## src/design/bsc_pkg.sv

```systemverilog
// ----------------------------------------------------------------------------
// Barometric compensation package
// Shared types, register indexes and a helper function for the pipeline.
// ----------------------------------------------------------------------------
package bsc_pkg;

  // Configuration register indexes.
  localparam logic [1:0] CfgTempCalib  = 2'd0;
  localparam logic [1:0] CfgPressCalibA = 2'd1;
  localparam logic [1:0] CfgPressCalibB = 2'd2;
  localparam logic [1:0] CfgPressCalibC = 2'd3;

  // Fixed constants of the compensation polynomials.
  localparam logic [33:0] OffsetFine = 34'd128000;
  localparam logic [20:0] PressBase  = 21'd1048576;
  localparam logic [63:0] PressScale = 64'd3125;
  localparam int unsigned DivBits    = 64;

  // Temperature results that travel alongside the pressure work.
  typedef struct packed {
    logic [31:0] centi;
    logic [31:0] fine;
  } bsc_temp_t;

  // Sign-extend a 16-bit calibration word to 64 bits.
  function automatic logic [63:0] sx16to64(input logic [15:0] v);
    sx16to64 = {{48{v[15]}}, v};
  endfunction

endpackage

```

## src/design/bsc_temp.sv

```systemverilog
// ----------------------------------------------------------------------------
// Temperature stages
// Four pipeline stages computing fine temperature, centi-degrees and the
// first pressure variable, all temperature math wrapping at 32 bits.
// ----------------------------------------------------------------------------
module bsc_temp
  import bsc_pkg::*;
(
  input  logic               clk_i,
  input  logic               rst_ni,
  input  logic               en_i,
  input  logic               vld_i,
  input  logic [19:0]        raw_t_i,
  input  logic [19:0]        raw_p_i,
  input  logic [47:0]        temp_calib_i,
  output logic               vld_o,
  output bsc_temp_t          temp_o,
  output logic signed [33:0] v1_o,
  output logic [20:0]        p0_o
);

  logic [31:0] t1, t2, t3;
  logic [31:0] a0, b0;
  logic [3:0]  vld_q;
  logic [31:0] a1_q, bb_q, a2_q, bq_q, fine_q, centi_q;
  logic [31:0] fine_out_q;
  logic [31:0] fine_mul;
  logic [19:0] rp1_q, rp2_q, rp3_q;
  logic signed [33:0] v1_q;
  logic [20:0] p0_q;

  assign t1 = {16'b0, temp_calib_i[15:0]};
  assign t2 = {{16{temp_calib_i[31]}}, temp_calib_i[31:16]};
  assign t3 = {{16{temp_calib_i[47]}}, temp_calib_i[47:32]};

  // Differences against T1 feed the two temperature terms.
  assign a0 = {15'b0, raw_t_i[19:3]} - (t1 << 1);
  assign b0 = {16'b0, raw_t_i[19:4]} - t1;
  assign fine_mul = fine_q * 32'd5 + 32'd128;

  // Valid bits advance with the data.
  always_ff @(posedge clk_i or negedge rst_ni) begin
    if (!rst_ni) begin
      vld_q <= '0;
    end else if (en_i) begin
      vld_q <= {vld_q[2:0], vld_i};
    end
  end

  // Stage datapath.
  always_ff @(posedge clk_i) begin
    if (en_i) begin
      a1_q    <= a0 * t2;
      bb_q    <= b0 * b0;
      rp1_q   <= raw_p_i;
      a2_q    <= 32'($signed(a1_q) >>> 11);
      bq_q    <= 32'($signed(bb_q) >>> 12) * t3;
      rp2_q   <= rp1_q;
      fine_q  <= a2_q + 32'($signed(bq_q) >>> 14);
      rp3_q   <= rp2_q;
      centi_q <= 32'($signed(fine_mul) >>> 8);
      v1_q    <= $signed({{2{fine_q[31]}}, fine_q} - OffsetFine);
      p0_q    <= PressBase - {1'b0, rp3_q};
      fine_out_q <= fine_q;
    end
  end

  assign vld_o  = vld_q[3];
  assign temp_o = '{centi: centi_q, fine: fine_out_q};
  assign v1_o   = v1_q;
  assign p0_o   = p0_q;

endmodule

```

## config.mk

```make
export PLATFORM = sky130hd
export DESIGN_NAME = bsc_temp
export DESIGN_NICKNAME = d
export VERILOG_FILES = /design/src/design/bsc_pkg.sv /design/src/design/bsc_temp.sv
export SDC_FILE = /design/constraint.sdc
export NUM_CORES = 2
export LEC_CHECK = 0
export BUFFER_PORTS_ARGS = -buffer_cell sky130_fd_sc_hd__buf_4
export CORE_MARGIN = 5
export CORE_UTILIZATION = 33
export CTS_BUF_LIST = sky130_fd_sc_hd__clkbuf_8
export DETAILED_ROUTE_END_ITERATION = 16
export PLACE_DENSITY = 0.6
export SYNTH_ARGS = -nofsm -noshare
export SYNTH_HDL_FRONTEND = slang
export SYNTH_SLANG_ARGS = --single-unit
```

## constraint.sdc

```tcl
create_clock -name clk_i -period 7 [get_ports clk_i]
set_input_delay 0.35 -clock clk_i [delete_from_list [all_inputs] [get_ports clk_i]]
set_output_delay 0.35 -clock clk_i [all_outputs]
set_load 0.005 [all_outputs]
```

; Yosys cells after proc, flatten, opt, wreduce, memory -nomap -nowiden
; Cells that the tools add are included.
; Widths: inputs -> output; s select.
[totals]
regBits = 304
out_inout_bits = 120
wordCells = 23
[classes]
n_addsub = 6
mul = 4
[ops]
columns = op, count
row1 = $add 32x8->32 const B, 1
row2 = $mul 17x17->32, 1
row3 = $mul 18x16->32, 1
row4 = $mul 20x16->32, 1
row5 = $mul 32x3->32 const B, 1
row6 = $sub 22x18->23 const B, 1
row7 = $add 21x18->22, 1
row8 = $sub 21x20->21 const A, 1
row9 = $sub 17x17->18, 1
row10 = $sub 16x16->17, 1

; Depth between registers and ports, before layout
[logic_depth]
depth_word = 2
mapped_depth = 35
mapped_depth_nobuf = 34

; Worst setup path before layout
; OpenSTA, ideal clock, no wires.
[synth_path]
path_kind = input-to-reg
startpoint = in temp_calib_i[2]
endpoint = reg a1_q[31], data pin
arrival_ps = 7821
required_time_ps = 6742
slack_ps = -1079
stages = 28
n_path_buf = 1
path_cell_list = inv_1 ha_1 nor2b_1 o31ai_2 a21oi_1 a41oi_1 a21oi_1 a311oi_2 clkbuf_1 nand2_1 fa_1 inv_1 fa_1 fa_1 fa_1 fa_1 inv_1 fa_1 inv_1 ha_1 a21o_1 a221o_1 a41oi_1 a311o_1 a21boi_1 o41ai_2 xnor3_1 xnor2_1
[synth_via]
elab_chain_len = 2
[synth_lines]
columns = element, line_no
row1 = from (decl), bsc_temp.sv:15  ; input logic [47:0] temp_calib_i,
row2 = $sub 17x17->18, bsc_temp.sv:37  ; assign a0 = {15'b0, raw_t_i[19:3]} - (t1 << 1);
row3 = $mul 18x16->32, bsc_temp.sv:53  ; a1_q <= a0 * t2;
row4 = to (signal assigned), bsc_temp.sv:53
row5 = to (decl), bsc_temp.sv:25  ; logic [31:0] a1_q, bb_q, a2_q, bq_q, fine_q, centi_q;
; Every way passes these cells.
; A chain may end at the register's enable or synchronous reset.

; Worst setup path in the final report
[layout_path]
startpoint = in raw_t_i[5]
endpoint = reg a1_q[31], data pin
[layout_via]
elab_chain_len = 2
[layout_lines]
columns = element, line_no
row1 = from (decl), bsc_temp.sv:13  ; input logic [19:0] raw_t_i,
row2 = $sub 17x17->18, bsc_temp.sv:37
row3 = $mul 18x16->32, bsc_temp.sv:53
; Every way passes these cells.

==> impl_results.md <==
- Most common cell after layout, fill and taps aside: inv_1
- Residual DRC: 0
- CTS Root Cell: clkbuf_8
- Synth Area in Adders: around half
- IO Pins: around 210
- Predominant post-synthesis flop cell: edfxtp_1
- Layout Cells excl Fill: 6177
- Drt wl/cell: 16.2 µm
- Kind of critical path: in2reg
- Startpoint Class: input port
- Detailed placement HPWL: ~84000 µm
- Synth unique cells: 68
- Clk sinks: 246
- Synth Register Bits: 246
- EDFF count, synth: 242
- Worst hold path class: in2async
- Hold WS: 111 ps
- Post-Synth XOR/XNOR Area: 3.93%
- Antenna violations before repair: 2
- Routed vias/inst: 4.53
- First-pass GRT wire length: ~160000 µm
- Largest net degree at the start of global routing: 146
- Crit path max-delay family: adder cells
- Commonest non-fill, non-tap cells in the layout: inv_1 (947), fa_1 (797), buf_4 (611)
- Core footprint: 121000 µm²
- Worst-skew pair later-pin latency: 620 ps
- Final number of setup-violating endpoints: 6
- Number of port buffers: 208
- Antenna viol nets, final: 0
- Crit end category: flip-flop
- DR pass1 iterations: 9
- Area grow syn2layout: 21.5%
- Multi-input gate area: between 20000 and 30000 µm²
- Slowest stage cell, crit path: fa_2
- Async SR Flop Fraction: under 10%
- Worst Path Arrival: 7620 ps
- Clock slew at the register clock pins of the worst setup and hold paths: 50 ps
- WP data required: 7370 ps
- Die area: 129000 µm²
- All-Layer GR Usage: 15.7%
- Layout cell share with drive strength beyond 1: 19.8%
- CTS tree: done
- Syn_nets: around 5200
- Layout net count: 5766
- Fin crit share: 104%
- Max-cap violations: 0
- RSZ-0062 raised after global routing: yes
- Global route overflow: 0
- CP Max Fanout: 3
- Failing checks: negative setup slack
- Fin. Hold Viols: 0
- Worst Max-Slew Pin Slew: around 940 ps
- Compound-cell area share of the yosys netlist: slightly above 4%
- Fillers: 11900
- Synth warn: 0
- Iter 0 DRT Violations: 1366
- DR vias: 28000
- Number of global-route vias before repair: 30600
- Mapped Area: 40200 µm²
- Max Buffers Root-to-Sink: 3
- CTS H-tree lvls: 2
- Total CTS buffers: 46
- Final setup margin: -256 ps
- Worst path most repeated cell: fa_1
- Mux contribution to synthesized area: 0.112%
- Clock Skew: 49.1 ps
- CP Buf/Inv Count: 10
- Routability cong.: 0.892
- Simple-gate area share of the yosys netlist: between 10% and 20%
- Slowest stage delay, CP: between 500 and 600 ps
- Mean Syn Cell Area: approximately 10 µm²
- Row cnt: 128
- Slew HR: 37.2%
- Max-slew violations: 0
- Initial Util: 33.1%
- Routed wire length: 100000 µm
- Status: finished, violations left
- Final core occ: about two fifths
- Main combinational cell family by area after synthesis: adder cells
- Top post-synthesis cells by area: fa_1 (41%), edfxtp_1 (18%), ha_1 (10%)
- Top-area cell type share of the netlist area: 40.6%
- DIE WIDTH: 359 µm
- Height of the die: approximately 360 µm
- Sequential element share of the synthesized area: 18.3%
- Max Freq: 138 MHz
- Placed cells: 6030
- Yosys top cell by area: fa_1
- Fin crit period: ~7300 ps
- Register area: ~7400 µm²
- Cells after synthesis: about 4000
worst reg2reg max path: stages (launching register included):
cell	delay [ps]
edfxtp_1	440
buf_6	130
nand2_1	60
fa_1	520
inv_2	50
fa_1	530
inv_1	50
fa_1	490
inv_2	40
fa_1	490
inv_2	40
fa_1	510
inv_2	40
fa_1	560
ha_4	220
o21a_1	180
o21a_1	210
a31oi_1	170
buf_4	170
a21boi_2	90
a41o_1	250
o211ai_1	230
a21boi_1	130
or4_4	570
a31oi_4	220
xnor2_2	120
cells in the mapped netlist (all sizes together), types with 8 or more instances:
library cell and number:
o21bai 8, o21a 21, clkbuf 111, nor3 28, fa 816, o211ai 8
a21o 35, nand2 467, a211oi 12, buf 49, a21boi 8, nand4 9
a21oi 64, nor2 154, nor2b 30, xnor2 127, o21ai 43, clkinv 8
nand2b 34, and2 193, ha 337, xor2 50, inv 971, edfxtp 242
a31oi 11, and3 23, nand3 18
cell families after synthesis:
kind of cell / count (synthesis)
xor gates and xnor gates: 178
adders and majority gates: 1153
AOI/OAI and AO/OA: 245
muxes: 4
and+or+nand+nor: 986
buffers and inverters: 1139
DFF: 246
per-stage QoR:
| stage | worst slack, ps | instance area (µm²) | TNS (ps) |
|---|---|---|---|
| 2_1_floorplan | -493 | 40700 | -2910 |
| 3_3_place_gp | -897 | 46800 | -16440 |
| 3_5_place_dp | -1000 | 46800 | -19160 |
| 4_1_cts | -169 | 48200 | -621 |
| 5_1_grt | -508 | 48900 | -4590 |
| 6_report | -256 | 48900 | -998 |
layer usage:
layer  vias to the layer above  routed length, µm  share of wire [%]  GRT usage [%]
met4                         0               2710                2.7           3.99
met1                     14100              43900                 44           21.3
met5                         -                  0                  0              0
met3                       160               6310                6.3           2.68
met2                       789              47200                 47           26.1
li1                      13000                  -                  -              -
registers in the layout, indices dropped and copies added, names as in the netlist:
| name | count |
|---|---|
| bq_q | 18 |
| bb_q | 20 |
| rp2_q | 20 |
| a1_q | 21 |
| vld_q | 4 |
| a2_q | 21 |
| p0_o | 21 |
| fine_out_q | 22 |
| rp1_q | 20 |
| v1_o | 13 |
| rp3_q | 20 |
| centi_q | 24 |
| fine_q | 22 |
worst paths after layout:
kind | start | endpoint | slack (ps) | cells after the start
max in group asynchronous | rst_ni | vld_q[0] | 6790 | 2
min in group clk_i | en_i | p0_o[0] | 300 | 1
setup / recovery | raw_t_i[5] | a1_q[31] | -260 | 34
hold / removal | rst_ni | vld_q[3] | 110 | 2
setup reg to reg | bb_q[19] | bq_q[30] | 260 | 25
hold reg to reg | rp2_q[7] | rp3_q[7] | 410 | 0
layout make-up:
type	count	share of cell area, %
inverters	979	7.57
repair buffers	682	11.5
multi-input cells	2566	59.9
clock inverters	32	0.487
diodes	1	0.00512
flip-flops and latches	246	15.1
well taps	1625	4.16
clock buffers	46	1.30
repair_timing:
action / 4_1_cts / 5_1_grt
gates resized for setup: 29 / 130
pin swaps: 36 / 70
hold buffers: 22 / 0
buffers inserted: 22 / 28
gates cloned: 1 / 2
setup endpoints to repair: 14 / 32
endpoints found under the hold margin: 25 / 0
Power is not shown: default switching activity piles up to over one toggle a cycle in this logic, so the estimate is an artifact.
